## src/rtl/core/gdt_ram.sv

```systemverilog
// Generic single-write, single-read synchronous RAM with registered read data.
// No dependencies.
module gdt_ram #(
    parameter int WIDTH = 8,
    parameter int DEPTH = 64
) (
    input  logic                     clk,
    input  logic                     we,
    input  logic [$clog2(DEPTH)-1:0] waddr,
    input  logic [WIDTH-1:0]         wdata,
    input  logic [$clog2(DEPTH)-1:0] raddr,
    output logic [WIDTH-1:0]         rdata
);
    logic [WIDTH-1:0] mem [DEPTH];
    logic [WIDTH-1:0] rdata_reg;

    always_ff @(posedge clk)
    begin
        if (we)
        begin
            mem[waddr] <= wdata;
        end
        rdata_reg <= mem[raddr];
    end

    assign rdata = rdata_reg;
endmodule

```

## config.mk

```make
export PLATFORM = sky130hd
export DESIGN_NAME = gdt_ram
export DESIGN_NICKNAME = d
export VERILOG_FILES = /design/src/rtl/core/gdt_ram.sv
export SDC_FILE = /design/constraint.sdc
export NUM_CORES = 1
export LEC_CHECK = 0
export BUFFER_PORTS_ARGS = -buffer_cell sky130_fd_sc_hd__clkbuf_2
export CAP_MARGIN = 5
export CORE_UTILIZATION = 57
export CTS_BUF_LIST = sky130_fd_sc_hd__clkbuf_16
export DETAILED_ROUTE_END_ITERATION = 10
export PLACE_DENSITY = 0.75
export SYNTH_ARGS = -nofsm -noshare
export SYNTH_HDL_FRONTEND = slang
export SYNTH_SLANG_ARGS = --single-unit
```

## constraint.sdc

```tcl
create_clock -name clk -period 3.8 [get_ports clk]
set_input_delay 0.38 -clock clk [delete_from_list [all_inputs] [get_ports clk]]
set_output_delay 0.38 -clock clk [all_outputs]
set_load 0.05 [all_outputs]
```

* Word-level counts from Yosys, hierarchy flattened
Memories as Yosys holds them, arrays and structs flattened. A register that Yosys moved wholly into a read port is not among the register bits. Cells that the tools add are included.
Word-level totals: register bits 0, RAM bits 512, bits of input ports 22, output and inout port bits 8, logic and storage cells 3, memories 1
Memories:
- mem | words 64, width 8, rd ports 1, clocked after memory_dff 1, write ports 1, line 14 | logic [WIDTH-1:0] mem [DEPTH];
Operators by class: mux-type cells 2
Operators by type and width (number):
- $mux W1 | 2

* Depth between registers and ports, before layout
Gate-level depths: netlist of run 1.
depth in word-level cells 2, gate-level depth with buffers 9, gate-level depth less buffers 5

* Worst setup path after synthesis of run 1
OpenSTA, ideal clock, no wires.
kind input -> register, start in raddr[1], end reg rdata_reg[3] (netlist: rdata[3]) (read register of mem), library setup time 0.128 ns, arrival 1.920 ns, data required time 3.672 ns, path slack 1.752 ns, stages 7, buffers on the path 3, cell sequence buf_4 > buf_2 > buf_2 > mux4_2 > mux4_2 > o21ai_1 > o41ai_1
RTL lines:
- start: declaration | line 11 | input logic [$clog2(DEPTH)-1:0] raddr,
- end: declaration | line 15 | logic [WIDTH-1:0] rdata_reg;

==> flow_summary.yaml, run 1 <==
grt:
  grt_pass1_vias: 9755
  grt_pass1_wl_um: 64530
  antenna_found_initial: 2
  track_usage_pct: 25.10
  grt_max_degree: 65
  overflow: 0
yosys:
  synth_top_cell_by_area: "edfxtp_1"
  synth_warnings: 0
  syn_inst: 940
  synthTopCellsByCount: "edfxtp_1, mux4_2, nor2_1, mux2i_1, nand2_1"
  syn_avg_cell_area_um2: 21.45
  synth.top_cell.area_share_pct: 76.24
  synth_seq_area_share_pct: 77.03
  synth_enable_flop_cells: 512
  syn_nets: 962
  synthArstFlopShare_pct: 0
  synth.distinct_cells: 40
  synth_ff_type: "edfxtp_1"
  netlist_area_um2: 20170
  synth_most_common_cell: "edfxtp_1"
  synth_area_leaders: "edfxtp_1, mux4_2, nor2_1"
  synth-seq-cells: 520
worst_setup_path:
  end_kind: "flip-flop"
  crit_required_ns: 4.23
  crit_fanout: 43
  cp.arrival_ns: 2.84
  path_class: "in -> reg"
  cp_slowest_cell: "a221oi_1"
  cp_cell_sequence: "buf_4 -> mux4_2 -> mux2_2 -> a221oi_1 -> o2bb2ai_1"
  slowest_delay_ns: 0.81
  cp-start-kind: "primary input"
job:
  drv_cap: 0
finish:
  syn_to_final_growth_pct: 11.25
  layout.nets: 1023
  diodes: 0
  design_area_um2: 22440
  largest_reg_flops: 512
  drive_above_1_share_pct: 25.77
power_and_ir_drop:
  irDropWorstVdd_uv: 380.4
  power_density_nw_per_um2: 524.5
  p_total_uw: 11770
  power.leakage_uw: 0.007077
sta:
  period_minus_slack_ns: 2.414
  rsz0062_at_grt: "no"
  hold_viol_final: 0
  maxSlewHeadroom_pct: 22.41
  fin_setup_tns_ns: 0
  drv_slew: 0
  fin_ws_ns: 1.386
  finalCritPeriodShare_pct: 63.52
  finalSetupViolCount: 0
  finClkSkew_ns: 0.03385
  worstMarginPinSlew_ns: 1.160
  max_freq_ghz: 0.4143
  hold-worst-slack_ns: 0.3501
clocking:
  ctsLongestPathBuffers: 3
  post_cts_buffers: 0
  cts_tree: "built"
  clock_latency_ns: 0.58
  numCtsBuffers: 51
  cts.sinks: 520
  htree_num_levels: 2
  clock-root-buffer: "clkbuf_16"
  ctsHoldBuffers: 0
  clkSlewWorstSetupHoldPaths_ns: 0.06
  cts_resized: 0
floorplan:
  rows: 68
  fp.dieW_um: 190.1
  die_h_um: 190.1
  core_um2: 34710
  io_pins: 30
  start_util_pct: 58.10
  die_area_um2: 36140
route:
  dr.pass1.iters: 5
  wirelength_um: 43700
  ant_nets: 0
  drt_first_iter_violations: 1309
  wl_per_cell_um: 29.23
  num_vias: 9817
  via_per_inst: 6.567
  drc: 0
place:
  placed_cell_area_um2: 20820
  place_ws_ns: 0.7418
  place.detailed.hpwl_um: 26610
  place.gp.congestion: 0.8136
  io_buffers: 29
status:
  outcome: "finished clean"
hold_path:
  holdCritPathClass: "in -> reg"
power breakdown:
group	internal, uW	switching [uW]	total, uW
clock	2740	2040	4770
sequential	6350	26.8	6380
combinational	224	394	618
total	9310	2460	11800
metal layers:
metal  track usage, %  vias to the layer above  share of wire (%)
li1                 -                     4051                  -
met1            37.22                     5100                 40
met2            37.86                      574                 47
met3            5.682                       88                 11
met4            7.289                        4                2.9
met5                0                        -              0.048
placed cells by master, fill, tap and decap left out, types with 3 or more instances in the layout:
cell type and count:
inv_1 14, nor2_1 83, nand3_1 13, dfxtp_1 8, nor2b_1 14, clkinv_2 10
a211oi_1 4, mux4_2 126, clkinv_1 10, nor3_1 7, nand2b_1 7, a221oi_1 6
mux2_2 13, edfxtp_1 512, o221ai_1 8, a21oi_1 3, o2111ai_1 3, bufinv_16 4
nand3b_1 3, clkbuf_2 26, a22oi_1 3, mux2i_1 23, o22ai_1 8, buf_4 29
nand2_1 19, o2bb2ai_1 3, clkbuf_16 52
stage by stage:
step | util (%) | cells
after floorplan | - | 940
after global placement | 59.98 | 1402
after detailed placement | 59.98 | 1402
after CTS | 64.55 | 1494
after global routing | 64.63 | 1495
final | 64.63 | 1495
final timing paths:
check	startpoint	to	slack, ns	cells past startpoint
setup / recovery	raddr[1]	rdata[0]	1.39	5
hold / removal	raddr[5]	rdata[3]	0.35	2
setup reg to reg	mem[47][2]	rdata[2]	1.54	4
hold reg to reg	mem[18][2]	rdata[2]	0.82	4
cell families after synthesis:
| logic type | Yosys count | share of synthesized area [%] |
|---|---|---|
| buffers and inverters | 51 | 1.570 |
| DFF | 520 | 77.03 |
| AOI/OAI and AO/OA | 54 | 2.072 |
| muxes | 162 | 15.94 |
| and+or+nand+nor | 153 | 3.387 |
worst max-delay path: cells and delay by family:
family | cells | cell delay, ns
AOI/OAI and AO/OA | 2 | 0.97
muxes | 2 | 0.89
buffers and inverters | 1 | 0.56
cell type report:
cell class / count / area, um2
clock buffer: 52 / 1301
clock inverter: 40 / 285.3
fill: 2241 / 12280
multi-input combinational: 369 / 4315
sequential: 520 / 15530
tap: 455 / 569.3
timing repair buffer: 59 / 429.2
Power figures use the tool's default switching activity.
==> run 2, diff against run 1 <==
- clock period: 3.8 -> 2.4 ns (I/O delays scaled with it)
==> run 2 against run 1 <==
Net effect: first-iteration DRC count fell by 9.5%; cell count up 6.0%; count of clock-buffer cells in the layout is 2 lower; clock skew is 0.022 ns lower; critical path depth did not move; wire length rose by 2.1%; hold slack got worse by 0.25 ns; power rose by 59%; die area unchanged; critical endpoint is now rdata[6]; register-to-register slack worse by 1.3 ns; critical path type is now reg -> reg.
==> flow_summary.yaml, run 2 (synthesized netlist as in run 1, its figures left out) <==
floorplan:
  rows: 68
  die_area_um2: 36140
  die_h_um: 190.1
  core_um2: 34710
  fp.dieW_um: 190.1
  io_pins: 30
  start_util_pct: 58.10
worst_setup_path:
  r2r_cells: 5
  slowest_delay_ns: 0.48
  cp-start-kind: "flip-flop"
  path_class: "reg -> reg"
  crit_required_ns: 2.84
  cp_cell_sequence: "mux4_2 -> mux2_2 -> o221a_2 -> nor3_1 -> o32ai_1"
  end_kind: "flip-flop"
  cp_slowest_cell: "mux4_2"
  crit_buf_inv: 0
  crit_fanout: 1
  crit_cells: 5
  critical-path-top-delay-family: "multiplexers"
  cp.arrival_ns: 2.59
grt:
  track_usage_pct: 25.83
  overflow: 0
  grt_pass1_wl_um: 66320
  grt_max_degree: 65
  grt_pass1_vias: 10270
  antenna_found_initial: 1
clocking:
  cts_tree: "built"
  clock-root-buffer: "clkbuf_16"
  numCtsBuffers: 50
  cts.sinks: 520
  ctsHoldBuffers: 0
  ctsLongestPathBuffers: 3
  clock_latency_ns: 0.57
  cts_resized: 0
  clkSlewWorstSetupHoldPaths_ns: 0.07
  htree_num_levels: 2
  post_cts_buffers: 0
route:
  ant_nets: 0
  num_vias: 10130
  drt_first_iter_violations: 1184
  drc: 0
  wirelength_um: 44620
  wl_per_cell_um: 28.17
  via_per_inst: 6.396
  dr.pass1.iters: 5
power_and_ir_drop:
  power.leakage_uw: 0.007550
  irDropWorstVdd_uv: 705.6
  power_density_nw_per_um2: 808.8
sta:
  period_minus_slack_ns: 2.149
  finClkSkew_ns: 0.01193
  max_freq_ghz: 0.4653
  fin_ws_ns: 0.2507
  finalCritPeriodShare_pct: 89.56
  rsz0062_at_grt: "no"
  finalSetupViolCount: 0
  worstMarginPinSlew_ns: 0.7446
  hold_viol_final: 0
  maxSlewHeadroom_pct: 50.36
  drv_slew: 0
  fin_setup_tns_ns: 0
finish:
  final_cell_mix: "edfxtp_1, mux4_2, buf_4"
  drive_above_1_share_pct: 31.65
  final_common_cell: "edfxtp_1"
  syn_to_final_growth_pct: 14.86
  layout.nets: 1108
  fillers: 2182
  largest_reg_flops: 512
place:
  place.detailed.hpwl_um: 27340
  io_buffers: 29
  place.gp.congestion: 0.8043
  place_ws_ns: -0.09788
status:
  outcome: "finished clean"
job:
  drv_cap: 0
hold_path:
  holdCritPathClass: "in -> reg"
  hold_depth: 1
[run 2: path summary, 6_finish.rpt]
| check | startpoint | end | slack [ns] |
|---|---|---|---|
| worst max-delay path | mem[29][6] | rdata[6] | 0.25 |
| worst min register to register | mem[30][6] | rdata[6] | 0.83 |
| worst min-delay path | wdata[3] | mem[16][3] | 0.10 |
| worst max register to register | mem[29][6] | rdata[6] | 0.25 |
[run 2: per-layer routing]
layer / GRT usage, % / share of wire [%]
met1: 36.02 / 38
met2: 41.34 / 50
met3: 5.202 / 8.8
met4: 8.623 / 2.9
met5: 0 / 0
[run 2: where the power goes]
group          internal [uW]  leakage [uW]  total (uW)  switching (uW)
clock                   4340      0.000831        7620            3280
combinational            395       0.00204        1030             638
sequential             10100       0.00467       10100            34.5
[run 2: through the flow]
step,hold WS [ns],total power [uW],utilization (%),std cells,area (um2)
floorplan,0.3389,10860,-,940,20170
global placement,0.6747,11280,62.11,1489,21560
detailed placement,0.7078,11300,62.11,1489,21560
CTS,0.09088,18830,66.72,1583,23160
global route,0.1174,19220,66.73,1584,23160
finish,0.1014,18730,66.73,1584,23160
[run 2: layout make-up]
class	instances	area (um2)	share of cell area, %
Multi-Input combinational cell	369	4315	18.63
Timing Repair Buffer	145	1142	4.932
Clock inverter	44	347.8	1.502
Antenna cell	1	2.502	0.01080
Sequential cell	520	15530	67.07
Clock buffer	50	1251	5.402
Tap cell	455	569.3	2.458
[run 2: worst register-to-register path: cells and delay by family (launching register included)]
kind	cells	cell delay (ns)
mux	2	0.78
compound gates	2	0.45
simple gates	1	0.44
flops	1	0.36
==> run 3, diff against run 2 <==
==> constraint.sdc (replaced) <==
create_clock -name clk -period 2.4 [get_ports clk]
set_input_delay 0 -clock clk [delete_from_list [all_inputs] [get_ports clk]]
set_output_delay 0 -clock clk [all_outputs]
set_load 0.05 [all_outputs]
==> run 3 against run 2 <==
Net effect: cell area down 0.70%; power is 2.8% lower; sequential share of layout area rose by 0.47 points; sequential cell count stayed put; critical endpoint unchanged; largest cell class unchanged; highest routed layer unchanged.
==> flow_summary.yaml, run 3 (synthesized netlist as in run 1, its figures left out) <==
status:
  outcome: "finished clean"
worst_setup_path:
  path_class: "reg -> reg"
  crit_fanout: 1
  critical-path-top-delay-family: "multiplexers"
  cp_cell_sequence: "mux4_2 -> mux2_2 -> o221a_2 -> nor3_1 -> o32ai_1"
  cp-start-kind: "flip-flop"
  r2r_cells: 5
  r2r_setup_slack_ns: 0.06
  rr_endpoint: "rdata[6]"
  end_kind: "flip-flop"
  cp.arrival_ns: 2.77
  cp_slowest_cell: "nor3_1"
  slowest_delay_ns: 0.53
  r2r-start: "mem[29][6]"
  crit_buf_inv: 0
  crit_required_ns: 2.83
sta:
  fin_ws_ns: 0.05931
  max_freq_ghz: 0.4272
  drv_slew: 0
  period_minus_slack_ns: 2.341
  rsz0062_at_grt: "no"
  fin_setup_tns_ns: 0
  finalSetupViolCount: 0
  maxSlewHeadroom_pct: 33.07
  worstMarginPinSlew_ns: 1.004
  finClkSkew_ns: 0.01172
  hold_viol_final: 0
  finalCritPeriodShare_pct: 97.53
grt:
  antenna_found_initial: 0
  grt_pass1_wl_um: 64520
  track_usage_pct: 25.00
  grt_pass1_vias: 10110
  grt_max_degree: 65
  overflow: 0
job:
  drv_cap: 0
floorplan:
  core_um2: 34710
  die_area_um2: 36140
  rows: 68
  io_pins: 30
  die_h_um: 190.1
  fp.dieW_um: 190.1
  start_util_pct: 58.10
place:
  place.detailed.hpwl_um: 27460
  placed_cells: 1478
  place_ws_ns: 0.1193
  place.gp.congestion: 0.8587
  io_buffers: 29
clocking:
  cts_tree: "built"
  clock_latency_ns: 0.57
  clock-root-buffer: "clkbuf_16"
  clkSlewWorstSetupHoldPaths_ns: 0.06
  ctsLongestPathBuffers: 3
  cts.sinks: 520
  htree_num_levels: 2
  numCtsBuffers: 50
hold_path:
  min_to: "mem[16][1]"
  hold_depth: 1
  holdCritPathClass: "in -> reg"
  worstHoldStart: "wdata[1]"
route:
  drt_first_iter_violations: 881
  num_vias: 9868
  via_per_inst: 6.273
  ant_nets: 0
  drc: 0
  wirelength_um: 43610
  dr.pass1.iters: 6
  wl_per_cell_um: 27.72
finish:
  final_cell_mix: "edfxtp_1, mux4_2, buf_4"
  final_common_cell: "edfxtp_1"
  layout.nets: 1100
  instances_no_fill: 1573
  syn_to_final_growth_pct: 14.05
  diodes: 0
  largest_reg_flops: 512
  drive_above_1_share_pct: 30.59
power_and_ir_drop:
  power_density_nw_per_um2: 792.0
  power.leakage_uw: 0.007485
  irDropWorstVdd_uv: 566.7
[run 3: final cells by class]
cell class | instances | area [um2]
clock inverter | 42 | 227.7
fill | 2223 | 11710
clock buffer | 50 | 1251
timing repair buffer | 137 | 1102
sequential | 520 | 15530
multi-input combinational | 369 | 4315
tap | 455 | 569.3
[run 3: per-layer routing]
| metal | part of all wire (%) | routed length (um) | GRT usage (%) | vias to the layer above |
|---|---|---|---|---|
| met3 | 8.8 | 3849 | 5.958 | 73 |
| met2 | 49 | 21430 | 40.12 | 460 |
| met1 | 39 | 17200 | 34.35 | 5135 |
| li1 | - | - | - | 4200 |
| met4 | 2.6 | 1134 | 7.723 | 0 |
| met5 | 0 | 0 | 0 | - |
[run 3: what timing repair did]
action                                  in CTS  in global routing
hold buffers                                 3                  0
setup buffers                                0                  0
endpoints found under the setup margin       0                  0
endpoints found under the hold margin       10                  0
resized for setup                            0                  0
[run 3: stage by stage]
| step | hold slack (ns) | power [uW] | utilization (%) | cell area (um2) |
|---|---|---|---|---|
| after floorplan | 0.09887 | 10860 | - | 20170 |
| after global placement | 0.5111 | 11270 | 61.91 | 21490 |
| after detailed placement | 0.4977 | 11290 | 61.91 | 21490 |
| after CTS | 0.01959 | 18300 | 66.26 | 23000 |
| after global routing | 0.04260 | 18670 | 66.26 | 23000 |
| final | 0.01011 | 18220 | 66.26 | 23000 |
[run 3: where the power goes]
part           internal (uW)  total, uW  switching, uW
Combinational            389       1020            633
Clock                   3890       7110           3220
Sequential             10100      10100           32.0
[run 3: how the worst max path moves through the flow]
stage | startpoint | to | cells past startpoint
6_report | mem[29][6] | rdata[6] | 5
5_1_grt | mem[29][6] | rdata[6] | 5
4_1_cts | mem[29][6] | rdata[6] | 5
3_5_place_dp | raddr[0] | rdata[6] | 6
3_3_place_gp | raddr[1] | rdata[5] | 7
2_1_floorplan | mem[29][4] | rdata[4] | 5
[run 3: worst reg2reg max path: cells and delay by family (launching register included)]
family / cells / cell delay, ns
flip-flops: 1 / 0.42
AND/OR/NAND/NOR: 1 / 0.53
AO/OA/AOI/OAI: 2 / 0.45
multiplexers: 2 / 0.79
